$ cat src/rtl/assert_macros.svh
// Assertion macros shared by the RTL
`ifndef ASSERT_MACROS_SVH
`define ASSERT_MACROS_SVH
// implication checked every clock outside reset
`define ASSERT_IMPLY(lbl, a, c) \
  lbl: assert property (@(posedge clk) disable iff (rst) (a) |-> (c)) else $error("lbl");
// next-cycle implication
`define ASSERT_NEXT(lbl, a, c) \
  lbl: assert property (@(posedge clk) disable iff (rst) (a) |=> (c)) else $error("lbl");
`endif

$ cat src/rtl/mi4_divider.sv
// ----------------------------------------------------------------------------
// mi4_divider
// Restoring divider: one quotient bit per cycle, unsigned.
// ----------------------------------------------------------------------------
module mi4_divider #(
  parameter int NW = 50
) (
  input  logic          clk,
  input  logic          rst,
  input  logic          start,
  input  logic [NW-1:0] num,
  input  logic [31:0]   den,
  output logic          done,
  output logic [NW-1:0] quo
);
  logic [NW-1:0] nreg;
  logic [32:0]   rem;
  logic [$clog2(NW+1)-1:0] cnt;
  logic          busy;
  logic [32:0]   sh;

  assign sh = {rem[31:0], nreg[NW-1]};
  assign quo = nreg;

  always_ff @(posedge clk) begin
    if (rst) begin
      busy <= 1'b0;
      done <= 1'b0;
    end else begin
      done <= 1'b0;
      if (start) begin
        busy <= 1'b1;
        nreg <= num;
        rem  <= '0;
        cnt  <= '0;
      end else if (busy) begin
        if (sh >= {1'b0, den}) begin
          rem  <= sh - {1'b0, den};
          nreg <= {nreg[NW-2:0], 1'b1};
        end else begin
          rem  <= sh;
          nreg <= {nreg[NW-2:0], 1'b0};
        end
        cnt <= cnt + 1'b1;
        if (cnt == ($clog2(NW+1))'(NW-1)) begin
          busy <= 1'b0;
          done <= 1'b1;
        end
      end
    end
  end
endmodule

$ cat config.mk
export PLATFORM = sky130hd
export DESIGN_NAME = mi4_divider
export DESIGN_NICKNAME = d
export VERILOG_FILES = /design/src/rtl/assert_macros.svh /design/src/rtl/mi4_divider.sv
export SDC_FILE = /design/constraint.sdc
export NUM_CORES = 1
export LEC_CHECK = 0
export ABC_AREA = 0
export BUFFER_PORTS_ARGS = -buffer_cell sky130_fd_sc_hd__clkbuf_2
export CAP_MARGIN = 20
export CORE_AREA = 2 2 133 135
export CTS_BUF_LIST = sky130_fd_sc_hd__clkbuf_8
export CTS_CLUSTER_SIZE = 16
export DETAILED_ROUTE_END_ITERATION = 16
export DIE_AREA = 0 0 135 137
export SYNTH_ARGS = -nofsm -noshare
export SYNTH_HDL_FRONTEND = slang
export SYNTH_SLANG_ARGS = --single-unit
$ cat constraint.sdc
create_clock -name clk -period 10.84 [get_ports clk]
set_clock_uncertainty 0.2 [all_clocks]
set_input_delay 1.626 -clock clk [delete_from_list [all_inputs] [get_ports clk]]
set_output_delay 1.626 -clock clk [all_outputs]
set_load 0.05 [all_outputs]
### After elaboration in Yosys (flattened, before gate mapping)

Cells that the tools add are included.

* bits of input ports: 85
* register bits after elaboration: 90
* memories: 0
* logic and storage cells: 24
* output and inout bits: 51
* ROM bits: 0
* memory bits (writable): 0
* latch bits: 0

* shift operators: 0
* mux-type cells: 10
* $lt $le $gt $ge: 1
* equal/unequal tests: 1
* $add $sub $neg: 2
* reductions and logical operators: 3
* multiply operators: 0
* bitwise operators: 2
* div/mod/pow operators: 0

Operator list (number)
* $mux W50: 2
* $mux W32: 2
* $ge A33 B32 Y1: 1
* $sub A32 B32 Y32: 1
* $add A6 B1 Y6 const B: 1
* $eq A6 B6 Y1 const B: 1
* $mux W6: 1
* $mux W1: 5
* $reduce_or A3 Y1: 1
* $not A1 Y1: 2
* $reduce_and A2 Y1: 1
* $reduce_bool A2 Y1: 1

### Logic depth before layout (Yosys ltp)

Gate-level depths: netlist of the first run.

* depth after elaboration: 4
* mapped depth: 12
* mapped depth without buffers: 12

### Worst setup path before layout of the first run

No wires, ideal clock.

* path kind: input to register
* start: input port start
* end: register cnt[0], enable pin
* stages on the path: 3
* required time: 10.104 ns
* arrival time: 5.642 ns
* path slack: 4.462 ns
* path buffers: 1
* library setup time: 0.536 ns
* path through: clkbuf_1 nor2_1 nor2_1

* cells in the longest elaborated chain, start to end: 2

Ends and longest elaborated chain
* start, declared: line mi4_divider.sv:10 `input logic start,`
* $reduce_bool A2 Y1 (no source line)
* $reduce_and A2 Y1 (no source line)
* end signal, assigned: line mi4_divider.sv:44 `cnt <= cnt + 1'b1;`
* end, declared: line mi4_divider.sv:18 `logic [$clog2(NW+1)-1:0] cnt;`

No other way between the ends.
A chain may end at the register's enable or synchronous reset.

### Worst setup path in the final report of the first run

* start: input port den[1]
* end: register nreg[0] (netlist: quo[0]), data pin

* cells in the longest elaborated chain, start to end: 4

Ends and longest elaborated chain
* start, declared: line mi4_divider.sv:12 `input logic [31:0] den,`
* $ge A33 B32 Y1: line mi4_divider.sv:37 `if (sh >= {1'b0, den}) begin`
* $mux W1: line mi4_divider.sv:37
* $mux W50: line mi4_divider.sv:36 `end else if (busy) begin`
* $mux W50: line mi4_divider.sv:31 `if (start) begin`
* end signal, assigned: line mi4_divider.sv:33 `nreg <= num;`
* end signal, assigned: line mi4_divider.sv:39 `nreg <= {nreg[NW-2:0], 1'b1};`
* end signal, assigned: line mi4_divider.sv:42 `nreg <= {nreg[NW-2:0], 1'b0};`
* end, declared: line mi4_divider.sv:16 `logic [NW-1:0] nreg;`

No other way between the ends. The select of a mux whose other input is x is not followed.

==> results of run 1 <==
==> registers in the layout, summed over array words and instances (netlist names) <==
name	cells
quo	50
rem	32
cnt	6
busy	1
done	1
==> cell families after synthesis <==
group	count (synthesis)	synth area share [%]
AO/OA/AOI/OAI	140	15.7
AND/OR/NAND/NOR	136	12.1
multiplexers	52	9.89
XOR/XNOR	30	4.45
adder cells (fa/ha/maj)	35	7.54
buffers and inverters	67	4.96
flip-flops	90	45.4
==> worst max-delay path: stages <==
cell and delay [ns]:
clkbuf_2 0.11, inv_1 0.06, ha_1 0.31, nor2b_4 0.14
o2111a_1 0.25, or2_0 0.23, a211o_2 0.35, o211ai_4 0.22
nand3b_4 0.13, o221ai_4 0.74, nand2_4 0.15, mux2_2 0.30
==> synth_stat cells (2+ instances only) <==
cell	instances	area share [%]
xnor2_1	16	2.4
nor4_1	4	0.42
a31o_2	2	0.30
buf_6	2	0.38
a211o_1	2	0.30
a21boi_0	2	0.25
o21ai_1	2	0.17
o21bai_1	2	0.25
o211a_1	2	0.34
dfxtp_1	2	0.68
o211ai_1	2	0.25
nand3_1	35	3.0
clkbuf_1	12	0.76
mux2_2	51	9.7
clkbuf_2	2	0.17
nand2_1	27	1.7
ha_1	34	7.2
a21oi_1	47	4.0
inv_1	42	2.7
a21o_1	12	1.5
buf_1	4	0.25
buf_2	3	0.25
or3_1	3	0.32
nand4_1	5	0.53
and4_1	2	0.30
xor2_1	14	2.1
and3_1	3	0.32
nor3b_1	2	0.25
a211oi_1	7	0.89
o22ai_1	3	0.32
o21ai_0	35	3.0
nor3_1	13	1.1
nor2b_1	2	0.21
and2_1	2	0.21
edfxtp_1	88	45
nor2_1	26	1.7
clkbuf_8	2	0.47
o21a_1	3	0.38
==> metrics by stage <==
| step | hold slack (ns) | total power (W) | cell area [sq um] |
|---|---|---|---|
| floorplan | 0.254 | 0.000685 | 5910 |
| global route | 0.319 | 0.00105 | 6950 |
| detailed placement | 0.278 | 0.000759 | 6760 |
| global placement | 0.272 | 0.000754 | 6760 |
| finish | 0.294 | 0.000993 | 6950 |
| CTS | 0.297 | 0.00100 | 6950 |
==> cell type report <==
type	instances	area, sq um	area share, %
clock inverter	7	68.8	0.990
inverter	42	158	2.27
clock buffer	9	124	1.78
multi-input combinational	393	2940	42.3
tap	225	282	4.05
timing repair buffer	138	701	10.1
sequential	90	2680	38.6
==> worst max-delay path by stage <==
stage / endpoint / cells after the start / start / slack [ns]
after CTS: quo[0] / 12 / den[1] / 6.15
after detailed placement: quo[0] / 12 / den[1] / 5.76
after global placement: quo[0] / 12 / den[1] / 5.85
after floorplan: cnt[0] / 3 / start / 4.46
final: quo[0] / 12 / den[1] / 6.13
after global routing: quo[0] / 12 / den[1] / 6.01
==> power by group through the flow <==
stage	combinational (W)	clock (W)	sequential, W
6_report	0.000316	0.000241	0.000437
4_1_cts	0.000316	0.000248	0.000437
3_3_place_gp	0.000310	0	0.000443
3_5_place_dp	0.000315	0	0.000444
5_1_grt	0.000347	0.000260	0.000440
2_1_floorplan	0.000202	0	0.000483
==> per-layer routing <==
metal | share of wire, % | up-vias | GRT usage (%)
li1 | - | 2298 | -
met1 | 43 | 2257 | 20.5
met2 | 47 | 154 | 28.8
met3 | 8.3 | 13 | 5.48
met4 | 1.1 | 0 | 4.75
met5 | 0 | - | 0
==> results by group, run 1 <==
Power
  – Sw power: 0.000346 W
  – Internal Power: 0.000647 W
  – LEAKAGE: 2.93 nW
  – Switch share: 34.8%
  – Maximum vdd drop: 0.0000723 V
  – Comb power frac: 31.8%
  – Flop pwr share: 43.9%
  – Clk pwr share: 24.3%
  – Pwr per Cell Area: 143 nW/um^2

Setup path
  – Worst EP arrival: 4.64 ns
  – Worst Setup End Kind: flop
  – R2r setup slk: 7.11 ns
  – Worst r2r src: rem[0]
  – RR Endpoint: quo[0]
  – Worst Reg-to-Reg Cells: 10
  – Crit start category: input pin
  – Crit-path max FO: 28
  – WP data required: 10.77 ns
  – Worst setup path category: in -> reg

Yosys
  – Top_reg_cell synth: edfxtp_1
  – Syn. warnings: 0
  – Mapped Nets: 670
  – Syn Area/Cell: 10.7 sq um
  – Synth unique cells: 71
  – Post-synth EDFFs: 88
  – Mapped Cells: 550
  – Mapped cell area: 5910 sq um
  – Seq/Total Area, Yosys: 45.4%
  – Async SR Flop Fraction: 0%
  – Synth Register Bits: 90

Clock network
  – CTS clk-pin slew, worst paths: 0.10 ns
  – CTS tree: yes
  – # H-tree levels: 3
  – CTS root buffer: clkbuf_8
  – Number of gates resized after CTS: 0
  – Cts bufs inserted: 9
  – Worst-Skew Late Latency: 0.38 ns
  – Post-CTS setup buffer count: 0
  – CTS Hold Bufs: 0
  – CTS sink cnt: 90
  – Bufs on Longest Clock Path: 2

Drt
  – First drt pass iteration count: 4
  – Via count: 4722
  – Final ANT Viol Nets: 0
  – Initial DRC Count: 377
  – # DRC: 0
  – Via/cell ratio: 5.22
  – Wire per inst: 16.6 um
  – Routed wire length: 15000 um

Global routing
  – Initial antenna violation count: 0
  – GR Util All Layers: 16.9%
  – Total congestion overflow: 0
  – Largest net degree at the start of global routing: 86
  – Global-route wire length before repair: 24700 um
  – Vias in the first global route: 4945

Floorplan
  – Die Footprint: 18500 sq um
  – Starting density of the core: 34.6%
  – FP Rows: 48
  – Die height: 137 um
  – Ports: 136
  – Chip width: 135 um
  – Core ar.: 17100 sq um

Timing
  – Slew @ Worst Pin: 1.01 ns
  – RSZ-0062 raised after global routing: no
  – Post-layout worst setup margin: 6.13 ns
  – Slew margin rel.: 32.8%
  – Fin crit share: 43.5%
  – Sum of negative setup slack: 0 ns
  – Max-slew violation count: 0
  – Fmax: 212 MHz
  – Min cycle time layout: 4.71 ns
  – Final hold vios: 0
  – # setup viols final: 0

Layout
  – Share of cells above drive strength 1: 32.8%
  – Layout area overhead: 17.7%
  – Nets: 794
  – Commonest non-fill, non-tap cell in the layout: clkbuf_2
  – Finished Layout Cells: 904
  – Post-layout util: 40.8%
  – Most frequent cells in the layout: clkbuf_2 (134), edfxtp_1 (88), mux2_2 (51), a21oi_1 (47), inv_1 (43)
  – Diode count: 0
  – Fillers: 1709

Run
  – Max_cap viols: 0

Worst hold path
  – Hold path depth: 1
  – HP Class: reg -> reg
  – Hold EP: done
  – HP Start: busy

Placed design
  – Post-DP HPWL: 10900 um
  – Placed cells: 888
  – Placer Congestion: 0.869
  – Count of input and output buffers: 135
  – Pre-CTS setup slack: 5.76 ns

Outcome
  – Status: complete, no violations
No activity file was read; power rests on OpenSTA's default activity.
==> run 2: changes to the inputs <==
Settings changed: ABC_AREA 0 to 1, CORE_AREA 2 2 133 135 to 2 2 145 147, DIE_AREA 0 0 135 137 to 0 0 147 149.
Clock period 10.84 ns to 4.1 ns, I/O delays scaled along.
==> run 2 against run 1 <==
Net effect: highest routed layer unchanged; global-route usage is 1.3 points higher; clock power increased to 2.7 times the previous value; area after synthesis up 18%.
==> results by group, run 2 <==
Drt
  – Routed wire length: 19400 um (+29%)
  – Wire per inst: 13.7 um (-18%)
  – Via/cell ratio: 4.48 (-14%)
  – First drt pass iteration count: 5 (+1)
  – Final ANT Viol Nets: 0 (unchanged)
  – # DRC: 0 (unchanged)
  – Initial DRC Count: 330 (-12%)
  – Via count: 6345 (+34%)

Layout
  – Share of cells above drive strength 1: 17.5% (-15 points)
  – Most frequent cells in the layout: nand2_1 (429), inv_1 (171), clkbuf_2 (135), nor2_1 (94), edfxtp_1 (88)
  – Design area: 8080 sq um (+16%)
  – Max reg flops: 50 (unchanged)
  – Post-layout util: 39.3% (-1.5 points)
  – Layout area overhead: 15.7%
  – Commonest non-fill, non-tap cell in the layout: nand2_1
  – Diode count: 0 (unchanged)
  – Nets: 1256 (+58%)

Floorplan
  – Die Footprint: 21900 sq um (+18%)
  – Die height: 149 um (+8.8%)
  – FP Rows: 53 (+10%)
  – Starting density of the core: 34.0% (-0.66 points)
  – Ports: 136 (unchanged)
  – Core ar.: 20600 sq um (+21%)
  – Chip width: 147 um (+8.9%)

Global routing
  – GR Util met3: 3.06% (-2.4 points)
  – Busiest grt layer: met2
  – Met1 Track Usage GR: 23.8% (+3.3 points)
  – Vias in the first global route: 6152 (+24%)
  – Met2 Track Usage GR: 31.3% (+2.5 points)
  – Total congestion overflow: 0 (unchanged)
  – Global-route wire length before repair: 31200 um (+26%)
  – GR Util All Layers: 18.2% (+1.3 points)
  – Initial antenna violation count: 0 (unchanged)
  – Largest net degree at the start of global routing: 85 (-1.2%)

Yosys
  – Seq/Total Area, Yosys: 38.4% (-7.0 points)
  – Mapped cell area: 6980 sq um (+18%)
  – Most common cell in the netlist: nand2_1
  – Syn Area/Cell: 6.91 sq um (-36%)
  – Post-synth EDFFs: 88 (unchanged)
  – Synth unique cells: 34 (-52%)
  – Commonest cells in the netlist: nand2_1 (429), inv_1 (172), nor2_1 (94)
  – Top_reg_cell synth: edfxtp_1
  – Syn. warnings: 0 (unchanged)
  – Synth Register Bits: 90 (unchanged)
  – Post-synth top area cell: edfxtp_1
  – Mapped Nets: 1130 (+69%)
  – Async SR Flop Fraction: 0% (unchanged)
  – Synth top area share: 37.8% (-6.9 points)
  – Top cells by area, synth: edfxtp_1 (38%), nand2_1 (23%), inv_1 (9.2%)
  – Mapped Cells: 1010 (+84%)

Placed design
  – Placer Congestion: 0.914 (+5.1%)
  – Post-DP HPWL: 14900 um (+37%)
  – Area after DPL: 7880 sq um (+17%)
  – Pre-CTS setup slack: 0.948 ns (-4.82 ns)
  – Count of input and output buffers: 135 (unchanged)

Timing
  – Slew @ Worst Pin: 0.919 ns (-0.0882 ns)
  – Min cycle time layout: 2.83 ns
  – Final hold vios: 0 (unchanged)
  – Sum of negative setup slack: 0 ns (unchanged)
  – Fin crit share: 68.9%
  – RSZ-0062 raised after global routing: no
  – Slew margin rel.: 38.7% (+5.9 points)
  – Max-slew violation count: 0 (unchanged)
  – Fmax: 354 MHz
  – # setup viols final: 0 (unchanged)
  – Post-layout worst setup margin: 1.27 ns (-4.85 ns)

Setup path
  – WP data required: 4.16 ns (-6.61 ns)
  – Worst Setup End Kind: flop
  – Crit-path max FO: 29 (+3.6%)
  – Crit start category: flop
  – Worst EP arrival: 2.88 ns (-1.76 ns)
  – Worst setup path category: reg -> reg

Clock network
  – Bufs on Longest Clock Path: 2 (unchanged)
  – Cts bufs inserted: 9 (unchanged)
  – Post-CTS setup buffer count: 0 (unchanged)
  – Number of gates resized after CTS: 0 (unchanged)
  – CTS clk-pin slew, worst paths: 0.11 ns (about the same)
  – CTS root buffer: clkbuf_8
  – # H-tree levels: 3 (unchanged)
  – CTS Hold Bufs: 0 (unchanged)
  – CTS tree: yes
  – CTS sink cnt: 90 (unchanged)
  – Worst-Skew Late Latency: 0.39 ns (about the same)

Power
  – Total power draw: 0.00278 W (+180%)
  – Maximum vdd drop: 0.000166 V (+130%)
  – LEAKAGE: 4.44 nW (+51%)
  – Pwr per Cell Area: 345 nW/um^2 (+140%)

Worst hold path
  – HP Class: in -> reg

Run
  – Max_cap viols: 0 (unchanged)

Outcome
  – Status: complete, no violations
run 2: cell count changes in the layout (fill, tap and decap cells not counted), moves of 26 or more:
| cell | change |
|---|---|
| nand2_1 | +402 |
| inv_1 | +128 |
| nor2_1 | +69 |
| mux2_2 | -51 |
| o21ai_0 | -33 |
| nand3b_1 | +26 |
run 2: cell families (layout without fill, tap and decap cells):
kind of cell / after synthesis / in the layout / synth area share, %
AO/OA/AOI/OAI: 30 / 30 / 2.31
XOR/XNOR: 15 / 15 / 1.88
adder cells (fa/ha/maj): 35 / 35 / 6.38
buffers and inverters: 201 / 332 / 12.1
flip-flops: 90 / 90 / 38.4
AND/OR/NAND/NOR: 639 / 639 / 38.9
run 2: worst max-delay path, stage by stage, from the launching register on:
cell	delay [ns]
edfxtp_1	0.43
ha_1	0.39
nand2_2	0.15
inv_1	0.05
nand2_1	0.07
nand2_1	0.05
nand2_1	0.06
nand3_2	0.11
nand2_2	0.11
nand2_4	0.06
nand2_4	0.32
nand2_8	0.12
inv_4	0.34
nor2_1	0.10
nor2_1	0.11
run 2: final timing paths:
check,startpoint,to,slack [ns],cells after the start
hold / removal,rst,done,0.24,2
setup / recovery,rem[2],rem[29],1.27,14
hold reg to reg,busy,done,0.32,2
setup reg to reg,rem[2],rem[29],1.27,14
run 2: final cells by class:
cell class	instances	area, sq um
inverter	176	663
timing repair buffer	140	726
tap	275	344
multi-input combinational	719	3470
fill	2274	12500
clock buffer	9	124
sequential	90	2680
clock inverter	7	72.6
run 2: layer usage:
metal  up-vias  part of all wire, %  wire [um]
li1       3335                    -          -
met1      2827                   47       9030
met2       165                   47       9050
met5         -                    0          0
met4         0                  1.5        286
met3        18                  5.1        981
run 2: through the flow:
| stage | hold WS (ns) | instances |
|---|---|---|
| 2_1_floorplan | 0.281 | 1010 |
| 3_3_place_gp | 0.303 | 1400 |
| 3_5_place_dp | 0.313 | 1400 |
| 4_1_cts | 0.222 | 1416 |
| 5_1_grt | 0.227 | 1416 |
| 6_report | 0.238 | 1416 |
run 2: where the power goes:
| part | switching (W) | leakage, nW | internal [W] | total (W) |
|---|---|---|---|---|
| clock | 0.000407 | 0.0966 | 0.000239 | 0.000646 |
| combinational | 0.000671 | 3.47 | 0.000314 | 0.000985 |
| sequential | 0.0000434 | 0.870 | 0.00111 | 0.00115 |
